===== src/rtl/core/biz_pkg.sv =====
package biz_pkg;

   // Frame store geometry and fixed-point format
   localparam int MAX_WIDTH  = 512;
   localparam int MAX_HEIGHT = 512;
   localparam int FRAC_BITS  = 16;

   localparam int DEPTH  = MAX_WIDTH * MAX_HEIGHT;
   localparam int ROW_AW = $clog2(MAX_HEIGHT);
   localparam int COL_AW = $clog2(MAX_WIDTH);
   localparam int ADDR_W = $clog2(DEPTH);

   // Field widths
   localparam int IDX_W      = 10;
   localparam int IN_SIZE_W  = 10;
   localparam int OUT_SIZE_W = 11;
   localparam int STEP_W     = 24;
   localparam int PIX_W      = 8;

   localparam int CSR_INDEX_W = 3;
   localparam int CSR_DATA_W  = 24;

   // Position datapath: d = 2*index - out_size, pos = size*2^FRAC + d*step
   localparam int D_W    = OUT_SIZE_W + 2;
   localparam int PROD_W = D_W + STEP_W + 1;
   localparam int POS_W  = PROD_W + 1;
   localparam int INT_W  = POS_W - FRAC_BITS - 2;

   // Blend datapath
   localparam int WT_W  = FRAC_BITS + 1;
   localparam int R0_W  = FRAC_BITS + PIX_W + 1;
   localparam int ACC_W = 2 * FRAC_BITS + PIX_W + 2;
   localparam int RND_W = ACC_W - 2 * FRAC_BITS;

   localparam logic OP_STORE   = 1'b0;
   localparam logic OP_COMPUTE = 1'b1;

   typedef logic [IDX_W-1:0]      idx_type;
   typedef logic [IN_SIZE_W-1:0]  in_size_type;
   typedef logic [OUT_SIZE_W-1:0] out_size_type;
   typedef logic [STEP_W-1:0]     step_type;
   typedef logic [PIX_W-1:0]      pix_type;
   typedef logic [ROW_AW-1:0]     row_addr_type;
   typedef logic [COL_AW-1:0]     col_addr_type;
   typedef logic [ADDR_W-1:0]     addr_type;
   typedef logic signed [D_W-1:0]    d_type;
   typedef logic signed [PROD_W-1:0] prod_type;
   typedef logic [POS_W-1:0]      pos_type;
   typedef logic [INT_W-1:0]      int_type;
   typedef logic [INT_W:0]        cmp_type;
   typedef logic [FRAC_BITS-1:0]  frac_type;
   typedef logic [WT_W-1:0]       wt_type;
   typedef logic [R0_W-1:0]       r0_type;
   typedef logic [ACC_W-1:0]      acc_type;
   typedef logic [RND_W-1:0]      rnd_type;

   // Unit weight and rounding offset of the blend
   localparam wt_type  WT_ONE     = wt_type'(1) << FRAC_BITS;
   localparam acc_type ROUND_HALF = acc_type'(1) << (2 * FRAC_BITS - 1);

   typedef enum logic [CSR_INDEX_W-1:0] {
      CSR_IN_WIDTH   = 3'd0,
      CSR_IN_HEIGHT  = 3'd1,
      CSR_OUT_WIDTH  = 3'd2,
      CSR_OUT_HEIGHT = 3'd3,
      CSR_STEP_RATIO = 3'd4,
      CSR_FILL_VALUE = 3'd5
   } csr_index_type;

   typedef struct packed {
      in_size_type  in_width;
      in_size_type  in_height;
      out_size_type out_width;
      out_size_type out_height;
      step_type     step_ratio;
      pix_type      fill_value;
   } cfg_type;

   localparam cfg_type CFG_RESET = '{
      in_width:   in_size_type'(416),
      in_height:  in_size_type'(416),
      out_width:  out_size_type'(832),
      out_height: out_size_type'(832),
      step_ratio: step_type'(32768),
      fill_value: pix_type'(0)
   };

   // One axis of the source position
   typedef struct packed {
      logic     outside;
      int_type  ipart;
      frac_type weight;
   } axis_type;

   // Source neighborhood of the current output pixel
   typedef struct packed {
      logic         outside;
      row_addr_type row;
      col_addr_type col;
      frac_type     dy;
      frac_type     dx;
   } loc_type;

   typedef struct packed {
      logic take00;
      logic sum0;
      logic take10;
      logic sum1;
      logic fin;
   } mix_ctl_type;

   function automatic addr_type pix_addr(input row_addr_type row, input col_addr_type col);
      return addr_type'(addr_type'(row) * addr_type'(MAX_WIDTH) + addr_type'(col));
   endfunction

endpackage


===== src/rtl/core/biz_blend.sv =====
module biz_blend (
   input  logic                 clock,
   input  biz_pkg::mix_ctl_type ctl,
   input  biz_pkg::pix_type     rd_data,
   input  biz_pkg::frac_type    dx,
   input  biz_pkg::frac_type    dy,
   output biz_pkg::pix_type     pix
);

   biz_pkg::pix_type q00_ff, q00_in, q10_ff, q10_in;
   biz_pkg::r0_type  r0_ff, r0_in, r1_ff, r1_in;
   biz_pkg::pix_type pix_ff, pix_in;
   biz_pkg::wt_type  wx0, wx1, wy0, wy1;
   biz_pkg::r0_type  row_sum;
   biz_pkg::acc_type acc;
   biz_pkg::rnd_type rounded;
   biz_pkg::pix_type near_q;

   always_comb begin
      wx1 = biz_pkg::wt_type'(dx);
      wx0 = biz_pkg::WT_ONE - wx1;
      wy1 = biz_pkg::wt_type'(dy);
      wy0 = biz_pkg::WT_ONE - wy1;

      // left neighbor comes from the capture, right neighbor from the memory
      near_q  = ctl.sum1 ? q10_ff : q00_ff;
      row_sum = biz_pkg::r0_type'(wx0) * biz_pkg::r0_type'(near_q)
              + biz_pkg::r0_type'(wx1) * biz_pkg::r0_type'(rd_data);

      acc = biz_pkg::acc_type'(wy0) * biz_pkg::acc_type'(r0_ff)
          + biz_pkg::acc_type'(wy1) * biz_pkg::acc_type'(r1_ff) + biz_pkg::ROUND_HALF;
      rounded = acc[biz_pkg::ACC_W-1:2*biz_pkg::FRAC_BITS];

      q00_in = ctl.take00 ? rd_data : q00_ff;
      q10_in = ctl.take10 ? rd_data : q10_ff;
      r0_in  = ctl.sum0 ? row_sum : r0_ff;
      r1_in  = ctl.sum1 ? row_sum : r1_ff;
      pix_in = pix_ff;
      if (ctl.fin) begin
         // saturate at full scale
         pix_in = (rounded[biz_pkg::RND_W-1:biz_pkg::PIX_W] != '0)
                ? '1 : rounded[biz_pkg::PIX_W-1:0];
      end
   end

   always_ff @(posedge clock) begin
      q00_ff <= q00_in;
      q10_ff <= q10_in;
      r0_ff  <= r0_in;
      r1_ff  <= r1_in;
      pix_ff <= pix_in;
   end

   assign pix = pix_ff;

endmodule


===== config.mk =====
export PLATFORM = sky130hd
export DESIGN_NAME = biz_blend
export DESIGN_NICKNAME = d
export VERILOG_FILES = /design/src/rtl/core/biz_pkg.sv /design/src/rtl/core/biz_blend.sv
export SDC_FILE = /design/constraint.sdc
export NUM_CORES = 2
export LEC_CHECK = 0
export BUFFER_PORTS_ARGS = -buffer_cell sky130_fd_sc_hd__buf_2
export CAP_MARGIN = 30
export CELL_PAD_IN_SITES_DETAIL_PLACEMENT = 2
export CELL_PAD_IN_SITES_GLOBAL_PLACEMENT = 2
export CORE_MARGIN = 2
export CORE_UTILIZATION = 39
export DETAILED_ROUTE_END_ITERATION = 10
export PLACE_DENSITY = 0.86
export SYNTH_ARGS = -nofsm -noshare
export SYNTH_HDL_FRONTEND = slang
export SYNTH_SLANG_ARGS = --single-unit

===== constraint.sdc =====
create_clock -name clock -period 9.4 [get_ports clock]
set_input_delay 1.88 -clock clock [delete_from_list [all_inputs] [get_ports clock]]
set_output_delay 1.88 -clock clock [all_outputs]
set_load 0.03 [all_outputs]

# Word level (Yosys, flattened, before mapping)

Index checks and enable logic that the tools add are counted.
W data, S select, Z words.

Output and inout port bits: 8
Register bits: 74
Input port bits: 46

Reductions and logical operators: 1
$mul: 4
$add $sub $neg: 5
Mux-type cells: 1

Operators by type and width:

| cell                     | number |
|---|---|
| $add A42 B32 Y42 const B | 1 |
| $add A42 B41 Y42         | 1 |
| $mul A17 B25 Y42         | 1 |
| $mul A16 B25 Y41         | 1 |
| $sub A17 B16 Y17 const A | 2 |
| $add A25 B24 Y25         | 1 |
| $mul A17 B8 Y25          | 1 |
| $mul A16 B8 Y24          | 1 |
| $mux W8                  | 1 |
| $reduce_bool A2 Y1       | 1 |

# Longest topological paths before layout

Word-level depth: 5
Gate-level depth with buffers: 36
Gate-level depth less buffers: 33

# Least setup slack after synthesis

No wires, ideal clock.

Path type: input to register
Start: in dy[8]
End: reg pix_ff[7] (netlist: pix[7]) (data pin)
Slack: -0.571 ns
Setup time: 0.274 ns
Data arrival time: 9.696 ns
Stages on the path: 33
Path through: buf_2 -> or3_4 -> or3_4 -> nor3_2 -> nand2_1 -> xor2_1 -> clkbuf_1 -> nand2_1 -> fa_1 -> inv_1 -> fa_1 -> inv_1 -> fa_1 -> inv_1 -> fa_1 -> inv_1 -> fa_1 -> inv_1 -> fa_1 -> fa_1 -> inv_1 -> fa_1 -> inv_1 -> ha_1 -> a21o_1 -> a21o_1 -> a21oi_1 -> o311a_1 -> and3_1 -> o21ai_1 -> a211o_1 -> a31oi_1 -> o21ai_0

Cells in the longest elaborated chain, start to end: 5

RTL lines:

| item                 | line            | text |
|---|---|---|
| from (decl)          | biz_blend.sv:6  | `input biz_pkg::frac_type dy,` |
| $sub A17 B16 Y17     | biz_blend.sv:23 | `wy0 = biz_pkg::WT_ONE - wy1;` |
| $mul A17 B25 Y42     | biz_blend.sv:30 | `acc = biz_pkg::acc_type'(wy0) * biz_pkg::acc_type'(r0_ff)` |
| $add A42 B41 Y42 *   | biz_blend.sv:31 | `+ biz_pkg::acc_type'(wy1) * biz_pkg::acc_type'(r1_ff) + biz_pkg::ROUND_HALF;` |
| $add A42 B32 Y42 *   | biz_blend.sv:31 |  |
| $reduce_bool A2 Y1   | biz_blend.sv:41 | `pix_in = (rounded[biz_pkg::RND_W-1:biz_pkg::PIX_W] != '0)` |
| to (signal assigned) | biz_blend.sv:51 | `pix_ff <= pix_in;` |
| to (decl)            | biz_blend.sv:12 | `biz_pkg::pix_type pix_ff, pix_in;` |

Mark *: on every way between the ends. The rest lies on a longest branch, timed or not.
A chain may end at the register's enable or synchronous reset.

# Worst setup path in the final report

Start: in dy[7]
End: reg pix_ff[3] (netlist: pix[3]) (data pin)

The elaborated chain is that of the path after synthesis.

==> flow_summary.toml <==
[status]
violations = "setup timing"
outcome = "complete, but fails checks"

[global_route]
busiest_layer = "met2"
met3_usage_pct = 5.32
grt_max_degree = 50
first_global_vias = 37400
grt_antenna_before_repair = 6
grtUsageMet2_pct = 60.6
grt_overflow = 0
grt_first_pass_wirelength_mm = 242
use_met1_pct = 34.4
grt_use_total_pct = 33.9

[cells_and_area]
finalNonFillerCells = 5398
drive_gt1_share_pct = 9.10
fillCellCount = 10400
area_growth_syn_to_layout_pct = 10.1
final_std_cell_area_no_fill_mm2 = 0.0414
footprint_of_the_multi_input_gates_mm2 = 0.0311
sequential_cell_area_mm2 = 0.00222
finalNetCount = 5433

[floorplan]
initial_cell_density_of_the_core_pct = 39.4
placeable_core_region_mm2 = 0.0953
ios = 54
floorplan.die.width_um = 314
die_y_um = 314
area_of_the_die_mm2 = 0.0988
row_count = 113

[yosys]
synthDominantCellAreaShare_pct = 50.9
ys.flop_type = "sky130_fd_sc_hd__edfxtp_1"
syn_nets = 5327
yosysWarningCount = 0
ys_types = 50
synthMostInstantiatedCell = "sky130_fd_sc_hd__inv_1"
ys_top_cells_by_area = "sky130_fd_sc_hd__fa_1, sky130_fd_sc_hd__inv_1, sky130_fd_sc_hd__ha_1"
synth_seq_cells = 74
count_of_flip_flops_with_a_built_in_enable_after_synthesis = 74
async_flop_share_pct = 0
netlist.top_cell.by_area = "sky130_fd_sc_hd__fa_1"
mappedNetlistArea_mm2 = 0.0376
synth_sequential_area_ratio_pct = 5.92
post_synthesis_instance_total = 4019
ranking_of_synthesized_cells_by_instance_count = "sky130_fd_sc_hd__inv_1, sky130_fd_sc_hd__fa_1, sky130_fd_sc_hd__nand2_1, sky130_fd_sc_hd__and2_1, sky130_fd_sc_hd__ha_1"
post_synth.cell_area_avg_um2 = 9.35

[sta]
post-route-min-period_ns = 10.71
max-slew-margin-rel_pct = 23.1
timing.final.crit_share_pct = 114
final-setup-viol-count = 8
hold-worst-slack_ns = 1.45
timing_worst_slew_pin_value_ns = 1.15
clock_skew_ns = 0.0233
timing_hold_violations_final = 0
layout_setup_ws_ns = -1.31
rsz_0062_raised_after_global_routing = "yes"
timing_max_transition_violations_final = 0
clock.fmax_mhz = 93.3

[placement]
placed_cells = 5365
place.port_buffers = 53
post-place-ws_ns = -2.01
place_area_mm2 = 0.0406
gp_routability_congestion = 0.875
hpwlAfterDp_mm = 133

[clocking]
clock_tree.root_cell = "sky130_fd_sc_hd__clkbuf_16"
ctsHtreeMaxLevel = 3
cts_tree = "done"
worstSkewPairLatency_ns = 0.41
numCtsBuffers = 9
clock-sinks = 74
cts.clk_slew.worst_paths_ns = 0.09
cts_max_path_buffers = 2

[drt]
detailedRoute.firstPassIterationCount = 5
dr_wl_cell_um = 30.9
drtIter0Drc = 2035
via_per_inst = 5.57
detail_route.drc_violations = 0
route.vias.total = 30100
antenna_left = 0
drt_wl_total_mm = 167

[hold_path]
hold_path.class = "reg2reg"

[worst_setup_path]
critPathSlowestCell = "sky130_fd_sc_hd__fa_2"
start_kind = "input port"
critical-path-top-delay-family = "adder cells"
cp_num_buf_inv = 12
critical_path_required_ns = 9.68
critPathArrivalTime_ns = 10.99
max_stage_delay_ns = 0.65
worst-path-max-fanout = 6
crit_type = "in2reg"
cp-end-kind = "flip-flop"

[job]
max_cap_viol_count = 0
## worst min-delay path, delay by kind of cell, from the launching register on
family | cells | cell delay (ns)
fa+ha+maj | 1 | 0.26
flops | 1 | 0.32
simple gates | 1 | 0.23
mux | 1 | 0.48
## cells by family (layout without fill, tap and decap cells)
kind of cell             Yosys count  count (layout)  synth area share [%]
AND/OR/NAND/NOR                 1225            1225                  16.3
flip-flops                        74              74                  5.92
XOR/XNOR                          63              63                  1.47
other                              0               3                     0
multiplexers                       9               9                 0.266
AO/OA/AOI/OAI                    142             142                  2.46
adder cells (fa/ha/maj)         1262            1262                  61.1
buffers and inverters           1244            1355                  12.4
## per-stage QoR
stage,utilization (%),setup TNS [ns]
after floorplan,-,-3.49
after global placement,42.6,-8.33
after detailed placement,42.6,-18.44
after CTS,43.1,-9.50
after global routing,43.4,-11.53
final,43.4,-10.41
## state kept, by name, indices dropped and copies added, names as in the netlist
register,count
pix,8
q00_ff,8
q10_ff,8
r0_ff,25
r1_ff,25
## what timing repair did
action                                  4_1_cts  5_1_grt
pin swaps                                    27       28
setup buffers                                 6        4
endpoints found under the setup margin       10       15
hold buffers                                  0        0
cloned                                        0        2
gates resized for setup                      39       38
## area by class of cell
class,instances,area share (%)
flip-flops and latches,74,5.37
well taps,1265,3.83
multi-input cells,2701,75.2
clock inverters,7,0.200
inverters,1076,9.76
clock buffers,9,0.544
diodes,3,0.0181
repair buffers,263,5.11
## routing by layer
layer | vias to the layer above | part of all wire [%]
met5 | - | 0
met4 | 0 | 11
met1 | 15900 | 32
li1 | 11700 | -
met2 | 1607 | 52
met3 | 809 | 5.8
## placed cells by master (no fill, tap or decap), types with 4 or more instances in the layout
cell and n:
sky130_fd_sc_hd__nor2_1 40, sky130_fd_sc_hd__nand2_1 566, sky130_fd_sc_hd__buf_6 5, sky130_fd_sc_hd__buf_2 51, sky130_fd_sc_hd__mux2_2 8, sky130_fd_sc_hd__buf_12 12
sky130_fd_sc_hd__inv_1 1061, sky130_fd_sc_hd__xnor2_1 38, sky130_fd_sc_hd__a21oi_1 38, sky130_fd_sc_hd__a211o_1 4, sky130_fd_sc_hd__fa_1 942, sky130_fd_sc_hd__nand4_1 12
sky130_fd_sc_hd__edfxtp_1 74, sky130_fd_sc_hd__o21a_1 7, sky130_fd_sc_hd__xor2_1 15, sky130_fd_sc_hd__a211oi_1 7, sky130_fd_sc_hd__xnor2_2 6, sky130_fd_sc_hd__ha_1 300
sky130_fd_sc_hd__nand3_1 5, sky130_fd_sc_hd__fa_2 13, sky130_fd_sc_hd__o21bai_1 9, sky130_fd_sc_hd__buf_4 188, sky130_fd_sc_hd__nand2b_1 4, sky130_fd_sc_hd__o21ai_0 18
sky130_fd_sc_hd__a21o_1 25, sky130_fd_sc_hd__ha_4 6, sky130_fd_sc_hd__o211ai_1 5, sky130_fd_sc_hd__inv_2 15, sky130_fd_sc_hd__clkbuf_16 11, sky130_fd_sc_hd__and3_1 19
sky130_fd_sc_hd__nand2_2 9, sky130_fd_sc_hd__nor3_1 11, sky130_fd_sc_hd__and2_1 525
## worst paths after layout
kind | startpoint | to | slack, ns | cells after the start
setup / recovery | dy[7] | pix[3] | -1.31 | 36
hold / removal | q10_ff[0] | r0_ff[0] | 1.45 | 3
setup reg to reg | r1_ff[18] | pix[3] | 0.52 | 26
hold reg to reg | q10_ff[0] | r0_ff[0] | 1.45 | 3
Power is not shown: default switching activity piles up to over one toggle a cycle in this logic, so the estimate is an artifact.
