[config.mk]
export PLATFORM = sky130hd
export DESIGN_NAME = biz_locate
export DESIGN_NICKNAME = d
export VERILOG_FILES = /design/src/rtl/core/biz_pkg.sv /design/src/rtl/core/biz_locate.sv
export SDC_FILE = /design/constraint.sdc
export NUM_CORES = 2
export LEC_CHECK = 0
export ABC_AREA = 1
export BUFFER_PORTS_ARGS = -buffer_cell sky130_fd_sc_hd__buf_2
export CORE_ASPECT_RATIO = 1.2
export CORE_UTILIZATION = 66
export DETAILED_ROUTE_END_ITERATION = 8
export PLACE_DENSITY = 0.95
export SLEW_MARGIN = 40
export SYNTH_ARGS = -nofsm -noshare
export SYNTH_HDL_FRONTEND = slang
export SYNTH_SLANG_ARGS = --single-unit
export TNS_END_PERCENT = 30
[constraint.sdc]
create_clock -name clock -period 16.15 [get_ports clock]
set_clock_uncertainty 0.1 [all_clocks]
set_input_delay 3.23 -clock clock [delete_from_list [all_inputs] [get_ports clock]]
set_output_delay 3.23 -clock clock [all_outputs]
set_load 0.005 [all_outputs]
[src/rtl/core/biz_pkg.sv]
package biz_pkg;

   // Frame store geometry and fixed-point format
   localparam int MAX_WIDTH  = 512;
   localparam int MAX_HEIGHT = 512;
   localparam int FRAC_BITS  = 16;

   localparam int DEPTH  = MAX_WIDTH * MAX_HEIGHT;
   localparam int ROW_AW = $clog2(MAX_HEIGHT);
   localparam int COL_AW = $clog2(MAX_WIDTH);
   localparam int ADDR_W = $clog2(DEPTH);

   // Field widths
   localparam int IDX_W      = 10;
   localparam int IN_SIZE_W  = 10;
   localparam int OUT_SIZE_W = 11;
   localparam int STEP_W     = 24;
   localparam int PIX_W      = 8;

   localparam int CSR_INDEX_W = 3;
   localparam int CSR_DATA_W  = 24;

   // Position datapath: d = 2*index - out_size, pos = size*2^FRAC + d*step
   localparam int D_W    = OUT_SIZE_W + 2;
   localparam int PROD_W = D_W + STEP_W + 1;
   localparam int POS_W  = PROD_W + 1;
   localparam int INT_W  = POS_W - FRAC_BITS - 2;

   // Blend datapath
   localparam int WT_W  = FRAC_BITS + 1;
   localparam int R0_W  = FRAC_BITS + PIX_W + 1;
   localparam int ACC_W = 2 * FRAC_BITS + PIX_W + 2;
   localparam int RND_W = ACC_W - 2 * FRAC_BITS;

   localparam logic OP_STORE   = 1'b0;
   localparam logic OP_COMPUTE = 1'b1;

   typedef logic [IDX_W-1:0]      idx_type;
   typedef logic [IN_SIZE_W-1:0]  in_size_type;
   typedef logic [OUT_SIZE_W-1:0] out_size_type;
   typedef logic [STEP_W-1:0]     step_type;
   typedef logic [PIX_W-1:0]      pix_type;
   typedef logic [ROW_AW-1:0]     row_addr_type;
   typedef logic [COL_AW-1:0]     col_addr_type;
   typedef logic [ADDR_W-1:0]     addr_type;
   typedef logic signed [D_W-1:0]    d_type;
   typedef logic signed [PROD_W-1:0] prod_type;
   typedef logic [POS_W-1:0]      pos_type;
   typedef logic [INT_W-1:0]      int_type;
   typedef logic [INT_W:0]        cmp_type;
   typedef logic [FRAC_BITS-1:0]  frac_type;
   typedef logic [WT_W-1:0]       wt_type;
   typedef logic [R0_W-1:0]       r0_type;
   typedef logic [ACC_W-1:0]      acc_type;
   typedef logic [RND_W-1:0]      rnd_type;

   // Unit weight and rounding offset of the blend
   localparam wt_type  WT_ONE     = wt_type'(1) << FRAC_BITS;
   localparam acc_type ROUND_HALF = acc_type'(1) << (2 * FRAC_BITS - 1);

   typedef enum logic [CSR_INDEX_W-1:0] {
      CSR_IN_WIDTH   = 3'd0,
      CSR_IN_HEIGHT  = 3'd1,
      CSR_OUT_WIDTH  = 3'd2,
      CSR_OUT_HEIGHT = 3'd3,
      CSR_STEP_RATIO = 3'd4,
      CSR_FILL_VALUE = 3'd5
   } csr_index_type;

   typedef struct packed {
      in_size_type  in_width;
      in_size_type  in_height;
      out_size_type out_width;
      out_size_type out_height;
      step_type     step_ratio;
      pix_type      fill_value;
   } cfg_type;

   localparam cfg_type CFG_RESET = '{
      in_width:   in_size_type'(416),
      in_height:  in_size_type'(416),
      out_width:  out_size_type'(832),
      out_height: out_size_type'(832),
      step_ratio: step_type'(32768),
      fill_value: pix_type'(0)
   };

   // One axis of the source position
   typedef struct packed {
      logic     outside;
      int_type  ipart;
      frac_type weight;
   } axis_type;

   // Source neighborhood of the current output pixel
   typedef struct packed {
      logic         outside;
      row_addr_type row;
      col_addr_type col;
      frac_type     dy;
      frac_type     dx;
   } loc_type;

   typedef struct packed {
      logic take00;
      logic sum0;
      logic take10;
      logic sum1;
      logic fin;
   } mix_ctl_type;

   function automatic addr_type pix_addr(input row_addr_type row, input col_addr_type col);
      return addr_type'(addr_type'(row) * addr_type'(MAX_WIDTH) + addr_type'(col));
   endfunction

endpackage

[src/rtl/core/biz_locate.sv]
module biz_locate (
   input  logic              clock,
   input  logic              start,
   input  biz_pkg::idx_type  row_index,
   input  biz_pkg::idx_type  col_index,
   input  biz_pkg::cfg_type  cfg,
   output biz_pkg::loc_type  loc
);

   biz_pkg::d_type    d_row_ff, d_row_in, d_col_ff, d_col_in;
   biz_pkg::prod_type prod_row_ff, prod_row_in, prod_col_ff, prod_col_in;
   biz_pkg::loc_type  loc_ff, loc_in;
   biz_pkg::in_size_type size_h, size_w;
   biz_pkg::axis_type ax_row, ax_col;

   function automatic biz_pkg::axis_type axis_eval(input biz_pkg::in_size_type size_lim,
                                                   input biz_pkg::prod_type prod);
      biz_pkg::pos_type  pos;
      biz_pkg::axis_type res;
      pos = biz_pkg::pos_type'({prod[biz_pkg::PROD_W-1], prod})
          + (biz_pkg::pos_type'(size_lim) << biz_pkg::FRAC_BITS);
      res.ipart  = pos[biz_pkg::POS_W-2:biz_pkg::FRAC_BITS+1];
      res.weight = pos[biz_pkg::FRAC_BITS:1];
      // outside when negative or when floor + 2 exceeds the size
      res.outside = pos[biz_pkg::POS_W-1]
                  | (({1'b0, res.ipart} + biz_pkg::cmp_type'(2)) > biz_pkg::cmp_type'(size_lim));
      return res;
   endfunction

   always_comb begin
      size_h = (int'(cfg.in_height) > biz_pkg::MAX_HEIGHT)
             ? biz_pkg::in_size_type'(biz_pkg::MAX_HEIGHT) : cfg.in_height;
      size_w = (int'(cfg.in_width) > biz_pkg::MAX_WIDTH)
             ? biz_pkg::in_size_type'(biz_pkg::MAX_WIDTH) : cfg.in_width;

      d_row_in = d_row_ff;
      d_col_in = d_col_ff;
      if (start) begin
         d_row_in = biz_pkg::d_type'({row_index, 1'b0}) - biz_pkg::d_type'(cfg.out_height);
         d_col_in = biz_pkg::d_type'({col_index, 1'b0}) - biz_pkg::d_type'(cfg.out_width);
      end

      prod_row_in = d_row_ff * $signed({1'b0, cfg.step_ratio});
      prod_col_in = d_col_ff * $signed({1'b0, cfg.step_ratio});

      ax_row = axis_eval(size_h, prod_row_ff);
      ax_col = axis_eval(size_w, prod_col_ff);

      loc_in.outside = ax_row.outside | ax_col.outside;
      loc_in.row     = biz_pkg::row_addr_type'(ax_row.ipart);
      loc_in.col     = biz_pkg::col_addr_type'(ax_col.ipart);
      loc_in.dy      = ax_row.weight;
      loc_in.dx      = ax_col.weight;
   end

   always_ff @(posedge clock) begin
      d_row_ff    <= d_row_in;
      d_col_ff    <= d_col_in;
      prod_row_ff <= prod_row_in;
      prod_col_ff <= prod_col_in;
      loc_ff      <= loc_in;
   end

   assign loc = loc_ff;

endmodule

# Yosys cells after proc, flatten, opt, wreduce, memory -nomap -nowiden
# Cells that the tools add are included.
# Widths: inputs -> output; s select.
[classes]
add_sub_neg = 6
multipliers = 2
n_bitwise = 3
n_mux = 2
magnitude_cmp = 4
[ops]
columns = ["cell", "count"]
rows = [
  ["$add 37x27->38", 2],
  ["$mul 12x25->37", 2],
  ["$add 21x2->22 const B", 2],
  ["$gt 22x10->1", 2],
  ["$sub 11x11->12", 2],
  ["$gt 10x10->1 const B", 2],
  ["$mux 10", 2],
  ["$or 1x1->1", 3],
]
[word_totals]
regBits = 149

# Longest topological paths before layout
[logic_depth]
depth_word = 7
mapped_depth = 34

# Worst setup path after synthesis
# Ideal clock, no wire load.
[synth_path]
kind = "input -> register"
from = "input cfg[15] in the netlist's numbering"
to = "register prod_col_ff[33]"
path_stages = 22
t_arrival_ps = 8242
setup_slack_ps = 7685
cell_sequence = "clkbuf_1 -> nand2_1 -> fa_1 -> inv_1 -> fa_1 -> inv_1 -> fa_1 -> inv_1 -> fa_1 -> fa_1 -> ha_1 -> a21oi_1 -> a21boi_1 -> o21ai_0 -> a31oi_1 -> o21ai_1 -> a21boi_0 -> o21bai_1 -> a21oi_1 -> o21ai_1 -> a21oi_1 -> xor2_1"
[synth_between]
elab_chain_cells = 1
[synth_lines]
columns = ["item", "line", "text"]
rows = [
  ["from (decl)", "biz_locate.sv:6", "input biz_pkg::cfg_type cfg,"],
  ["$mul 12x25->37", "biz_locate.sv:44", "prod_col_in = d_col_ff * $signed({1'b0, cfg.step_ratio});"],
  ["net prod_col_in[33]", "biz_locate.sv:11", "biz_pkg::prod_type prod_row_ff, prod_row_in, prod_col_ff, prod_col_in;"],
  ["to (signal assigned)", "biz_locate.sv:60", "prod_col_ff <= prod_col_in;"],
  ["to (decl)", "biz_locate.sv:11", ""],
]
# The timed path passes the listed nets, and every way through them passes these cells.
# A chain may end at the register's enable or synchronous reset.

# Final worst setup path
[layout_path]
from = "input cfg[15] in the netlist's numbering"
to = "register prod_col_ff[35]"
# The elaborated chain is that of the path after synthesis.

==> metrics.yaml <==
status:
  status: "complete, no violations"
logic_synthesis:
  synth_warnings: 0
  synthCells: 3378
  yosys.cell_types.count: 50
  netlist_area_mm2: 0.02643
  syn_nets: 4174
  synth_top_family_by_area: "adder cells"
  synth-main-ff-cell: "dfxtp_1"
  async_reset_ff_frac: 0
  synthMuxAreaShare: 0
  synth-simple-area-share: 0.2093
  ys_seq_area_frac: 0.1204
  synth_compound_area_frac: 0.04190
  ys_ff_latch: 147
  synth_edf_count: 24
  synthAdderAreaFrac: 0.4581
  syn_area_per_cell_um2: 7.824
  synthXorXnorAreaFrac: 0.03082
cts:
  cts_root_buffer: "clkbuf_16"
  cts_hold_buf: 0
  ctsResizeCount: 0
  post_cts.repair.setup_buffers: 0
  cts_tree: "built"
  cts.reportedPaths.clkPinSlew_ns: 0.08
  max-clock-path-buffers: 2
  numCtsBuffers: 17
  cts_sinks: 147
  htree_levels: 4
  clock_latency_ns: 0.47
min_path:
  hold_depth: 0
  hp-start: "prod_col_ff[4]"
  hold_path.class: "reg2reg"
  whs_endpoint: "loc[3]"
route:
  via_count: 23370
  via_per_inst: 5.839
  ant_nets: 0
  drt-initial-drc-count: 2588
  totalWireLength_um: 75010
  drtPass1Iterations: 6
  drc: 0
  wl_per_cell_um: 18.74
cells_and_area:
  drive_above_1_share: 0.08458
  fin_nets: 4259
  syn_to_final_growth_pct: 6.960
  fillers: 2526
die:
  fp.dieH_um: 221.2
  pin_count: 147
  chipWidth_um: 184.7
  rows: 79
  dieArea_mm2: 0.04085
  initial_core_util: 0.6752
  core-area_mm2: 0.03914
sta:
  finalCritPeriodShare: 0.6047
  rsz0062_at_grt: "no"
  maxSlewViolCount: 0
  fmaxAchievable_mhz: 102.4
  maxSlewHeadroom: 0.3812
  hold_violations: 0
  tightestPinTransition_ns: 0.9220
  tns_ns: 0
  period_needed_ns: 9.766
  finalSetupViolations: 0
placed_design:
  post-dp-hpwl_um: 53920
  numPortBuffers: 138
  place.gp.congestion: 0.9388
worst_setup_path:
  rrSetupSlack_ns: 8.99
  worstRegToRegCells: 23
  critPathSlowestCell: "o21ai_1"
  cp_data_arrival_time_ns: 10.01
  max_stage_delay_ns: 0.77
  crit_top_cell: "fa_1"
  cp_max_fo: 23
  required_ns: 16.39
  rr_endpoint: "prod_col_ff[35]"
  critPathCaptureType: "register"
  startpoint_type: "primary input"
  crit_chain: "buf_2 -> nand2_1 -> fa_1 -> inv_1 -> fa_1 -> inv_1 -> fa_1 -> inv_1 -> fa_1 -> fa_1 -> ha_1 -> nand2_1 -> inv_1 -> a21boi_1 -> o21ai_0 -> a31oi_1 -> o21ai_1 -> a21boi_0 -> o21bai_1 -> a21oi_1 -> o21ai_1 -> a21oi_1 -> xor2_1"
  reg2reg_from: "d_col_ff[3]"
  critPathKind: "in2reg"
job:
  drv_cap: 0
global_route:
  grt_antenna_before_repair: 2
  grt_pass1_vias: 25170
  grt_use_total: 0.3842
  grt_overflow_total: 0
  grt_max_degree: 25
  grt_pass1_wl_um: 121400
==> logic make-up (layout without fill, tap and decap cells) <==
group | Yosys count | in the layout
and+or+nand+nor | 1261 | 1261
buffers and inverters | 982 | 1080
adders and majority gates | 700 | 700
AOI/OAI and AO/OA | 195 | 195
DFF | 147 | 147
xor gates and xnor gates | 93 | 93
other | 0 | 1
==> critical path: cells and delay by family <==
family	cells	cell delay [ns]
AO/OA/AOI/OAI	9	2.70
XOR/XNOR	1	0.18
adder cells (fa/ha/maj)	6	2.87
buffers and inverters	5	0.73
AND/OR/NAND/NOR	2	0.26
==> final cells by class <==
type	instances	area (um2)	area share
Inverter	886	3326	0.1177
Tap cell	526	658.1	0.02328
Multi-Input combinational cell	2249	19560	0.6919
Sequential cell	147	3183	0.1126
Clock buffer	17	425.4	0.01505
Timing Repair Buffer	162	900.9	0.03187
Clock inverter	15	212.7	0.007525
Antenna cell	1	2.502	0.00008853
==> cell usage after synthesis (3+ instances only) <==
cell,number,share of area
nand2_1,880,0.12
inv_1,877,0.12
fa_1,446,0.34
ha_1,254,0.12
nor2_1,131,0.019
dfxtp_1,123,0.093
a21oi_1,103,0.020
clkbuf_1,96,0.014
nand3_1,91,0.017
xor2_1,67,0.022
nand4_1,31,0.0073
o21ai_0,28,0.0053
nand2_2,27,0.0064
xnor2_1,26,0.0086
edfxtp_1,24,0.027
nand2_4,24,0.010
nor3_1,21,0.0040
nand3_2,16,0.0061
o21ai_1,10,0.0019
o21bai_1,9,0.0026
inv_2,8,0.0011
o21a_1,8,0.0023
a21o_1,7,0.0020
a31oi_1,7,0.0017
nand3b_1,7,0.0020
a21boi_0,6,0.0017
o211ai_1,6,0.0017
nor2_4,5,0.0021
nor2_2,4,0.00095
or2_2,4,0.00095
and2_1,3,0.00071
nor4_1,3,0.00071
or2_1,3,0.00071
==> worst max path at each step <==
stage | startpoint | to | slack (ns) | depth (start not counted)
2_1_floorplan | cfg[15] | prod_col_ff[33] | 7.68 | 22
3_3_place_gp | cfg[19] | prod_col_ff[34] | 6.62 | 21
5_1_grt | cfg[15] | prod_col_ff[35] | 6.22 | 22
4_1_cts | cfg[19] | prod_col_ff[36] | 6.82 | 21
6_report | cfg[15] | prod_col_ff[35] | 6.38 | 23
3_5_place_dp | cfg[19] | prod_col_ff[34] | 6.42 | 21
==> placed cells by master (no fill, tap or decap), types with 6 or more instances in the layout <==
cell	count
a21boi_0	6
a21oi_1	103
nor3_1	21
a21o_1	7
inv_1	877
nand2_1	880
nand2_4	24
buf_4	18
nor2_1	131
a31oi_1	7
xnor2_1	26
fa_1	446
xor2_1	67
nand3_1	91
clkbuf_16	17
inv_2	8
nand2_2	27
dfxtp_1	123
o21ai_1	10
o21bai_1	9
o21a_1	8
buf_2	138
nand3_2	16
edfxtp_1	24
ha_1	254
o21ai_0	28
o211ai_1	6
nand4_1	31
nand3b_1	7
==> registers in the layout, indices dropped and copies added (netlist names) <==
name	cells
d_col_ff	12
d_row_ff	12
loc	51
prod_col_ff	36
prod_row_ff	36
==> metal layers <==
layer | global-route usage | part of all wire | up-vias | routed length (um)
met1 | 0.4277 | 0.33 | 10750 | 24400
met5 | 0 | 0.00036 | - | 27
met3 | 0.1152 | 0.12 | 709 | 9291
met2 | 0.6198 | 0.46 | 1814 | 34740
met4 | 0.2834 | 0.087 | 4 | 6554
li1 | - | - | 10100 | -
==> through the flow <==
step | instances | setup slack, ns | utilization | hold slack [ns] | cell area, um2
2_1_floorplan | 3378 | 7.685 | - | 0.2096 | 26430
3_3_place_gp | 3964 | 6.619 | 0.7039 | 0.2099 | 27550
3_5_place_dp | 3967 | 6.419 | 0.7049 | 0.2121 | 27590
4_1_cts | 3999 | 6.822 | 0.7212 | 0.2225 | 28230
5_1_grt | 4003 | 6.225 | 0.7222 | 0.2344 | 28270
6_report | 4003 | 6.384 | 0.7222 | 0.2174 | 28270
Power is not shown: default switching activity piles up to over one toggle a cycle in this logic, so the estimate is an artifact.
